### src/sv/fdsfc_pkg.sv
// Package for the four-digit segment formatter clock.
// Holds the queue entry type, mark and colon codes and the segment tables.
// Used by every module of the block; depends on nothing.
package fdsfc_pkg;

    localparam int QUEUE_DEPTH_DEF = 4;

    localparam logic [3:0] MARK_MINUS = 4'd10;
    localparam logic [3:0] MARK_BLANK = 4'd11;

    localparam logic signed [15:0] NUM_MIN = -16'sd999;
    localparam logic signed [15:0] NUM_MAX = 16'sd9999;

    localparam logic [5:0] CLOCK_LIMIT = 6'd60;
    localparam logic [6:0] HOURS_MAX   = 7'd99;

    localparam logic [13:0] REC10_MUL   = 14'd6554;
    localparam logic [13:0] REC100_MUL  = 14'd5243;
    localparam logic [14:0] REC1000_MUL = 15'd16778;

    typedef enum logic [1:0] {
        COLON_OFF   = 2'd0,
        COLON_ON    = 2'd1,
        COLON_BLINK = 2'd2
    } t_colon;

    typedef enum logic {
        FUNC_TICK = 1'b0,
        FUNC_SHOW = 1'b1
    } t_func;

    typedef struct packed {
        logic               temp;
        logic signed [15:0] num;
    } t_job;

    typedef logic [3:0][3:0] t_digits;

    function automatic logic [7:0] right_code(input logic [3:0] m);
        logic [7:0] c;
        case (m)
            4'd0:       c = 8'h7E;
            4'd1:       c = 8'h30;
            4'd2:       c = 8'h6D;
            4'd3:       c = 8'h79;
            4'd4:       c = 8'h33;
            4'd5:       c = 8'h5B;
            4'd6:       c = 8'h5F;
            4'd7:       c = 8'h70;
            4'd8:       c = 8'h7F;
            4'd9:       c = 8'h7B;
            MARK_MINUS: c = 8'h01;
            default:    c = 8'h00;
        endcase
        return c;
    endfunction

    function automatic logic [7:0] left_code(input logic [3:0] m);
        logic [7:0] c;
        case (m)
            4'd0:    c = 8'h3F;
            4'd1:    c = 8'h18;
            4'd2:    c = 8'h36;
            4'd3:    c = 8'h3C;
            4'd4:    c = 8'h19;
            4'd5:    c = 8'h2D;
            4'd6:    c = 8'h2F;
            4'd7:    c = 8'h38;
            4'd8:    c = 8'h3F;
            4'd9:    c = 8'h3D;
            default: c = 8'h00;
        endcase
        return c;
    endfunction

    function automatic logic [7:0] flag_code(input logic [3:0] m);
        logic [7:0] c;
        case (m)
            4'd0, 4'd1, 4'd7: c = 8'h00;
            MARK_BLANK:       c = 8'h00;
            default:          c = 8'h80;
        endcase
        return c;
    endfunction

endpackage

### src/sv/four_digit_segment_formatter_clock.sv
// Top level of the four-digit segment formatter clock.
// Connects front end, queue and back end; depends on fdsfc_pkg.
//
//  Channel  Handshake            Fields
//  input    push / full          i_func, i_value, i_temp_mode
//  result   empty / pop          o_seg_byte4..7, o_time_mark, o_temp_mark, o_colon_mode
//
// One item is taken per cycle while full is low; a tick updates the clock at once
// and gives no result. A show item reaches the result ports through the queue, the three
// back-end stages and the output register; one per cycle while no result stalls.
// Reset clears the clock, the queue and all stage valid bits.
// A stalled result holds the back end, and full rises once the queue fills.
module four_digit_segment_formatter_clock import fdsfc_pkg::*; #(
    parameter int QUEUE_DEPTH = QUEUE_DEPTH_DEF
) (
    input  logic        i_clk,
    input  logic        i_rst_n,
    input  logic        push,
    output logic        full,
    input  logic        i_func,
    input  logic [15:0] i_value,
    input  logic        i_temp_mode,
    output logic        empty,
    input  logic        pop,
    output logic [7:0]  o_seg_byte4,
    output logic [7:0]  o_seg_byte5,
    output logic [7:0]  o_seg_byte6,
    output logic [7:0]  o_seg_byte7,
    output logic        o_time_mark,
    output logic        o_temp_mark,
    output logic [1:0]  o_colon_mode
);

    logic accept;
    logic job_valid;
    t_job job;
    t_job q_job;
    logic q_empty;
    logic q_take;

    assign accept = push && !full;

    fdsfc_front u_front (
        .i_clk       (i_clk),
        .i_rst_n     (i_rst_n),
        .i_accept    (accept),
        .i_func      (i_func),
        .i_value     (i_value),
        .i_temp_mode (i_temp_mode),
        .o_job_valid (job_valid),
        .o_job       (job)
    );

    fdsfc_queue #(
        .DEPTH (QUEUE_DEPTH)
    ) u_queue (
        .i_clk    (i_clk),
        .i_rst_n  (i_rst_n),
        .i_wr     (job_valid),
        .i_wr_job (job),
        .i_rd     (q_take),
        .o_rd_job (q_job),
        .o_full   (full),
        .o_empty  (q_empty)
    );

    fdsfc_back u_back (
        .i_clk        (i_clk),
        .i_rst_n      (i_rst_n),
        .i_job_valid  (!q_empty),
        .i_job        (q_job),
        .o_job_take   (q_take),
        .i_pop        (pop),
        .o_empty      (empty),
        .o_seg_byte4  (o_seg_byte4),
        .o_seg_byte5  (o_seg_byte5),
        .o_seg_byte6  (o_seg_byte6),
        .o_seg_byte7  (o_seg_byte7),
        .o_time_mark  (o_time_mark),
        .o_temp_mark  (o_temp_mark),
        .o_colon_mode (o_colon_mode)
    );

endmodule

### src/sv/fdsfc_front.sv
// Front end: keeps the elapsed clock and turns show items into queue entries.
// Depends on fdsfc_pkg.
module fdsfc_front import fdsfc_pkg::*; (
    input  logic        i_clk,
    input  logic        i_rst_n,
    input  logic        i_accept,
    input  logic        i_func,
    input  logic [15:0] i_value,
    input  logic        i_temp_mode,
    output logic        o_job_valid,
    output t_job        o_job
);

    logic [5:0] r_seconds, n_seconds;
    logic [5:0] r_minutes, n_minutes;
    logic [6:0] r_hours, n_hours;
    logic [5:0] sec_inc;
    logic [5:0] min_inc;
    logic [13:0] time_num;

    assign sec_inc = r_seconds + 6'd1;
    assign min_inc = r_minutes + 6'd1;

    always_comb begin
        n_seconds = r_seconds;
        n_minutes = r_minutes;
        n_hours   = r_hours;
        if (i_accept && (i_func == FUNC_TICK)) begin
            n_seconds = sec_inc;
            if (sec_inc >= CLOCK_LIMIT) begin
                n_seconds = '0;
                n_minutes = min_inc;
                if (min_inc >= CLOCK_LIMIT) begin
                    n_minutes = '0;
                    n_hours   = (r_hours < HOURS_MAX) ? r_hours + 7'd1 : '0;
                end
            end
        end
    end

    always_ff @(posedge i_clk) begin
        if (!i_rst_n) begin
            r_seconds <= '0;
            r_minutes <= '0;
            r_hours   <= '0;
        end else begin
            r_seconds <= n_seconds;
            r_minutes <= n_minutes;
            r_hours   <= n_hours;
        end
    end

    assign time_num = 14'(r_hours) * 14'd100 + 14'(r_minutes);

    assign o_job_valid = i_accept && (i_func == FUNC_SHOW);
    assign o_job.temp  = i_temp_mode;
    assign o_job.num   = i_temp_mode ? $signed(i_value) : $signed({2'b00, time_num});

endmodule

### src/sv/fdsfc_queue.sv
// Short queue of show entries between the front end and the back end.
// Depends on fdsfc_pkg.
module fdsfc_queue import fdsfc_pkg::*; #(
    parameter int DEPTH = QUEUE_DEPTH_DEF
) (
    input  logic i_clk,
    input  logic i_rst_n,
    input  logic i_wr,
    input  t_job i_wr_job,
    input  logic i_rd,
    output t_job o_rd_job,
    output logic o_full,
    output logic o_empty
);

    localparam int PW = $clog2(DEPTH);
    localparam int CW = $clog2(DEPTH + 1);
    localparam logic [PW-1:0] LAST = PW'(DEPTH - 1);
    localparam logic [CW-1:0] FULL_COUNT = CW'(DEPTH);

    t_job            r_mem [DEPTH];
    logic [PW-1:0]   r_wr_ptr, r_rd_ptr;
    logic [CW-1:0]   r_count;
    logic            wr_en, rd_en;

    assign o_full   = (r_count == FULL_COUNT);
    assign o_empty  = (r_count == '0);
    assign wr_en    = i_wr && !o_full;
    assign rd_en    = i_rd && !o_empty;
    assign o_rd_job = r_mem[r_rd_ptr];

    always_ff @(posedge i_clk) begin
        if (wr_en) begin
            r_mem[r_wr_ptr] <= i_wr_job;
        end
    end

    always_ff @(posedge i_clk) begin
        if (!i_rst_n) begin
            r_wr_ptr <= '0;
            r_rd_ptr <= '0;
            r_count  <= '0;
        end else begin
            if (wr_en) begin
                r_wr_ptr <= (r_wr_ptr == LAST) ? '0 : r_wr_ptr + PW'(1);
            end
            if (rd_en) begin
                r_rd_ptr <= (r_rd_ptr == LAST) ? '0 : r_rd_ptr + PW'(1);
            end
            if (wr_en && !rd_en) begin
                r_count <= r_count + CW'(1);
            end else if (rd_en && !wr_en) begin
                r_count <= r_count - CW'(1);
            end
        end
    end

endmodule

### src/sv/fdsfc_back.sv
// Back end: clamps, splits into decimal digits and encodes display bytes.
// Three pipeline stages and an output register; depends on fdsfc_pkg.
module fdsfc_back import fdsfc_pkg::*; (
    input  logic       i_clk,
    input  logic       i_rst_n,
    input  logic       i_job_valid,
    input  t_job       i_job,
    output logic       o_job_take,
    input  logic       i_pop,
    output logic       o_empty,
    output logic [7:0] o_seg_byte4,
    output logic [7:0] o_seg_byte5,
    output logic [7:0] o_seg_byte6,
    output logic [7:0] o_seg_byte7,
    output logic       o_time_mark,
    output logic       o_temp_mark,
    output logic [1:0] o_colon_mode
);

    logic        r_v1, r_v2, r_v3, r_vo;
    logic        rdy1, rdy2, rdy3, rdyo;

    logic        r_temp1, r_neg1;
    logic [13:0] r_mag1;
    logic        r_temp2, r_neg2;
    logic [13:0] r_mag2;
    logic [9:0]  r_q1;
    logic [6:0]  r_q2;
    logic [3:0]  r_q3;
    logic        r_temp3, r_neg3;
    logic [2:0]  r_nd3;
    t_digits     r_dig3;

    logic signed [15:0] clamped;
    logic [15:0]        mag_full;
    logic [27:0]        p1, p2, p3;
    logic [13:0]        d0_full;
    logic [9:0]         d1_full;
    logic [6:0]         d2_full;
    logic [2:0]         nd;
    logic [3:0][3:0]    marks;

    assign rdyo = !r_vo || i_pop;
    assign rdy3 = !r_v3 || rdyo;
    assign rdy2 = !r_v2 || rdy3;
    assign rdy1 = !r_v1 || rdy2;
    assign o_job_take = i_job_valid && rdy1;
    assign o_empty = !r_vo;

    always_ff @(posedge i_clk) begin
        if (!i_rst_n) begin
            r_v1 <= 1'b0;
            r_v2 <= 1'b0;
            r_v3 <= 1'b0;
            r_vo <= 1'b0;
        end else begin
            if (rdy1) r_v1 <= i_job_valid;
            if (rdy2) r_v2 <= r_v1;
            if (rdy3) r_v3 <= r_v2;
            if (rdyo) r_vo <= r_v3;
        end
    end

    always_comb begin
        clamped = i_job.num;
        if (i_job.num < NUM_MIN) clamped = NUM_MIN;
        if (i_job.num > NUM_MAX) clamped = NUM_MAX;
        mag_full = clamped[15] ? 16'(-clamped) : 16'(clamped);
    end

    always_ff @(posedge i_clk) begin
        if (rdy1) begin
            r_temp1 <= i_job.temp;
            r_neg1  <= clamped[15];
            r_mag1  <= mag_full[13:0];
        end
    end

    assign p1 = 28'(r_mag1) * 28'(REC10_MUL);
    assign p2 = 28'(r_mag1) * 28'(REC100_MUL);
    assign p3 = 28'(r_mag1) * 28'(REC1000_MUL);

    always_ff @(posedge i_clk) begin
        if (rdy2) begin
            r_temp2 <= r_temp1;
            r_neg2  <= r_neg1;
            r_mag2  <= r_mag1;
            r_q1    <= p1[25:16];
            r_q2    <= p2[25:19];
            r_q3    <= p3[27:24];
        end
    end

    always_comb begin
        d0_full = r_mag2 - 14'(r_q1) * 14'd10;
        d1_full = r_q1 - 10'(r_q2) * 10'd10;
        d2_full = r_q2 - 7'(r_q3) * 7'd10;
        if (r_mag2 >= 14'd1000) begin
            nd = 3'd4;
        end else if (r_mag2 >= 14'd100) begin
            nd = 3'd3;
        end else if (r_mag2 >= 14'd10) begin
            nd = 3'd2;
        end else begin
            nd = 3'd1;
        end
    end

    always_ff @(posedge i_clk) begin
        if (rdy3) begin
            r_temp3   <= r_temp2;
            r_neg3    <= r_neg2;
            r_nd3     <= nd;
            r_dig3[0] <= d0_full[3:0];
            r_dig3[1] <= d1_full[3:0];
            r_dig3[2] <= d2_full[3:0];
            r_dig3[3] <= r_q3;
        end
    end

    // Position 7 holds the least significant digit; marks are indexed by position - 4.
    always_comb begin
        for (int p = 0; p < 4; p++) begin
            if ((3'(3 - p) < r_nd3) || !r_temp3) begin
                marks[p] = r_dig3[3 - p];
            end else if ((3'(3 - p) == r_nd3) && r_neg3) begin
                marks[p] = MARK_MINUS;
            end else begin
                marks[p] = MARK_BLANK;
            end
        end
    end

    always_ff @(posedge i_clk) begin
        if (rdyo && r_v3) begin
            o_seg_byte4  <= right_code(marks[1]) | flag_code(marks[0]);
            o_seg_byte5  <= left_code(marks[0]);
            o_seg_byte6  <= right_code(marks[3]) | flag_code(marks[2]);
            o_seg_byte7  <= left_code(marks[2]);
            o_time_mark  <= !r_temp3;
            o_temp_mark  <= r_temp3;
            o_colon_mode <= r_temp3 ? COLON_OFF : COLON_BLINK;
        end
    end

endmodule
### config.mk
export PLATFORM = sky130hd
export DESIGN_NAME = four_digit_segment_formatter_clock
export DESIGN_NICKNAME = d
export VERILOG_FILES = /design/src/sv/fdsfc_pkg.sv /design/src/sv/four_digit_segment_formatter_clock.sv /design/src/sv/fdsfc_front.sv /design/src/sv/fdsfc_queue.sv /design/src/sv/fdsfc_back.sv
export SDC_FILE = /design/constraint.sdc
export NUM_CORES = 1
export LEC_CHECK = 0
export ABC_AREA = 1
export BUFFER_PORTS_ARGS = -buffer_cell sky130_fd_sc_hd__buf_2
export CORE_ASPECT_RATIO = 1.75
export CORE_MARGIN = 10
export CORE_UTILIZATION = 66
export CTS_BUF_LIST = sky130_fd_sc_hd__clkbuf_8
export CTS_CLUSTER_DIAMETER = 50
export DETAILED_ROUTE_END_ITERATION = 6
export HOLD_SLACK_MARGIN = 0.03
export PLACE_DENSITY = 0.95
export SLEW_MARGIN = 15
export SYNTH_ARGS = -nofsm -noshare
export SYNTH_HDL_FRONTEND = slang
export SYNTH_SLANG_ARGS = --single-unit
### constraint.sdc
create_clock -name i_clk -period 5.1 [get_ports i_clk]
set_clock_uncertainty 0.05 [all_clocks]
set_input_delay 1.02 -clock i_clk [delete_from_list [all_inputs] [get_ports i_clk]]
set_output_delay 1.02 -clock i_clk [all_outputs]
set_load 0.05 [all_outputs]
==> flow_summary.yaml <==
logic_synthesis:
  ys_warn_count: 0
  synth.avg_cell_area_um2: 9.30
  synth_top_area_share_pct: 28.1
  synthFlopType: "edfxtp_1"
  async_flop_share_pct: 0
  synth_cell_type_count: 54
  netlist_area_um2: 17400
  synthCells: 1875
  synth.area.top_cells: "edfxtp_1, ha_1, fa_1"
  synth_edf_count: 163
  synth_largest_area_cell: "edfxtp_1"
  synth-seq-cells: 195
  synth-seq-area-share_pct: 31.7
floorplanning:
  coreArea_um2: 26000
  dieWidth_um: 143
  io_pins: 60
  die_y_um: 235
  rows: 78
  start_util_pct: 67.2
  die_area_um2: 33600
route:
  top_layer: "met4"
  routed-wl-met3_mm: 1.99
  drcViolationCount: 0
  wl_per_cell_um: 18.5
  wl_met2_mm: 23.4
  wl_met1_mm: 13.3
  firstDrtPassIters: 7
  num_vias: 13300
  drt_iter0_drc: 871
  wl_mm: 42.3
  ant_nets: 0
  via_per_inst: 5.81
final_layout:
  antenna_cells: 0
  mostFrequentLayoutCell: "inv_1"
  final_cell_mix: "inv_1, nand2_1, ha_1"
  area_growth_pct: 6.52
  drive_gt1_share_pct: 7.66
  layout.nets: 2385
clock_tree:
  hold_buffers: 0
  clock_sinks: 195
  clk_pin_slew_ns: 0.10
  cts_buffers: 17
  htreeDepth: 4
  clk_latency_ns: 0.50
  cts.path.max_buffers: 2
  root_buffer: "clkbuf_8"
  cts.repair.resized: 0
  tritoncts: "done"
placement:
  hpwl_mm: 34.1
  post-place-ws_ns: 0.161
  gp_congestion: 1.00
  io_buffer_count: 54
min_path:
  min_path_type: "flip-flop to flip-flop"
sta:
  relSlewSlack_pct: 33.1
  setup_viol: 0
  finalHoldViolCount: 0
  final.period_utilization_pct: 96.6
  max_slew.worst_pin.slew_ns: 1.00
  fin_ws_ns: 0.172
  drv_slew: 0
  rsz0062_at_grt: "false"
  max_freq_ghz: 0.203
  holdWs_ns: 0.384
  finalSetupTns_ns: 0
  min_period_ns: 4.93
global_route:
  grt_pass1_vias: 14100
  grt_util_all_layers_pct: 25.6
  grt_max_degree: 36
  antenna_found_initial: 0
  grt_pass1_wl_mm: 67.7
  overflow: 0
worst_setup_path:
  worstSetupPathType: "flip-flop to flip-flop"
  endpoint_kind: "flip-flop"
  arrival_ns: 5.22
  cp-start-kind: "flip-flop"
  crit_required_ns: 5.39
  worstPathMaxFanout: 10
run_status:
  status: "complete, no violations"
run:
  cap_violations: 0
[final timing paths]
path / startpoint / cells after the start / end / slack (ns)
worst max register to register: u_back.r_mag1[9]$_DFFE_PN_ / 16 / u_back.r_q1[3]$_DFFE_PP_ / 0.17
worst min register to register: u_back.r_mag2[0]$_DFFE_PP_ / 0 / u_back.r_dig3[0]$_DFFE_PP_ / 0.38
worst max-delay path: u_back.r_mag1[9]$_DFFE_PN_ / 16 / u_back.r_q1[3]$_DFFE_PP_ / 0.17
worst min-delay path: u_back.r_mag2[0]$_DFFE_PP_ / 0 / u_back.r_dig3[0]$_DFFE_PP_ / 0.38
[cells by family (layout without fill, tap and decap cells)]
| family | Yosys count | count (layout) | share of synthesized area, % |
|---|---|---|---|
| simple gates | 553 | 553 | 13.3 |
| buf+inv | 457 | 548 | 10.3 |
| fa+ha+maj | 406 | 406 | 34.8 |
| compound gates | 199 | 199 | 6.57 |
| flops | 195 | 195 | 31.7 |
| xor+xnor | 64 | 64 | 3.21 |
| other cells | 1 | 5 | 0.0215 |
[layer usage]
metal	GRT usage [%]	vias up
li1	-	6131
met2	49.2	538
met5	0	-
met1	22.3	6400
met4	19.5	0
met3	4.64	225
[synthesized netlist by cell type, types with 3 or more instances]
| cell | instances |
|---|---|
| xor2_1 | 42 |
| nand4_1 | 8 |
| o21a_1 | 3 |
| a211oi_1 | 5 |
| o2111ai_1 | 4 |
| o22ai_1 | 6 |
| buf_4 | 12 |
| nor2_1 | 120 |
| o21bai_1 | 3 |
| edfxtp_1 | 163 |
| xnor2_1 | 22 |
| nand3_1 | 69 |
| nor4_1 | 5 |
| clkbuf_1 | 5 |
| inv_2 | 4 |
| nor3_1 | 12 |
| nand2_1 | 305 |
| a21oi_1 | 81 |
| o21ai_0 | 64 |
| inv_1 | 429 |
| o31ai_1 | 5 |
| a21o_1 | 6 |
| nand3b_1 | 5 |
| fa_1 | 132 |
| or2_2 | 10 |
| dfxtp_1 | 32 |
| nand2_2 | 10 |
| ha_1 | 274 |
| buf_6 | 4 |
| o221ai_1 | 5 |
[registers in the layout (all words and copies together), names as in the netlist, 7 cells and up, named ones only]
name                count
u_back.r_mag1          14
u_queue.r_mem          68
u_back.o_seg_byte4      8
u_back.r_dig3          16
u_front.r_hours         7
u_back.r_mag2          14
u_back.o_seg_byte6      8
[per-stage QoR]
stage / cell area, µm² / utilization, % / std cells
after floorplan: 17500 / - / 1879
after global placement: 18100 / 69.7 / 2247
after detailed placement: 18100 / 69.7 / 2247
after CTS: 18500 / 71.2 / 2279
after global routing: 18600 / 71.6 / 2290
final: 18600 / 71.6 / 2290
[critical path, stage by stage, from the launching register on]
cell and delay [ns]:
edfxtp_1 0.65, buf_4 0.25, ha_1 0.32, fa_1 0.54, inv_1 0.07, fa_1 0.51, fa_1 0.52, fa_1 0.55
inv_1 0.04, ha_1 0.34, nand2_1 0.09, nor2_1 0.17, nand3_1 0.12, o2111ai_1 0.15, nand3_1 0.14, nand2_1 0.10
xor2_1 0.17
[cell type report]
type / count / area (µm²)
Timing Repair Buffer: 82 / 480
Clock inverter: 15 / 159
Fill cell: 1675 / 7380
Multi-Input combinational cell: 1227 / 10100
Clock buffer: 17 / 234
Inverter: 434 / 1630
Sequential cell: 195 / 5540
Tap cell: 320 / 400
[repair_timing]
action | in CTS | in global routing
buffers inserted | 0 | 11
endpoints found under the hold margin | 0 | 0
setup endpoints to repair | 0 | 2
Power is not shown: default switching activity piles up to over one toggle a cycle in this logic, so the estimate is an artifact.
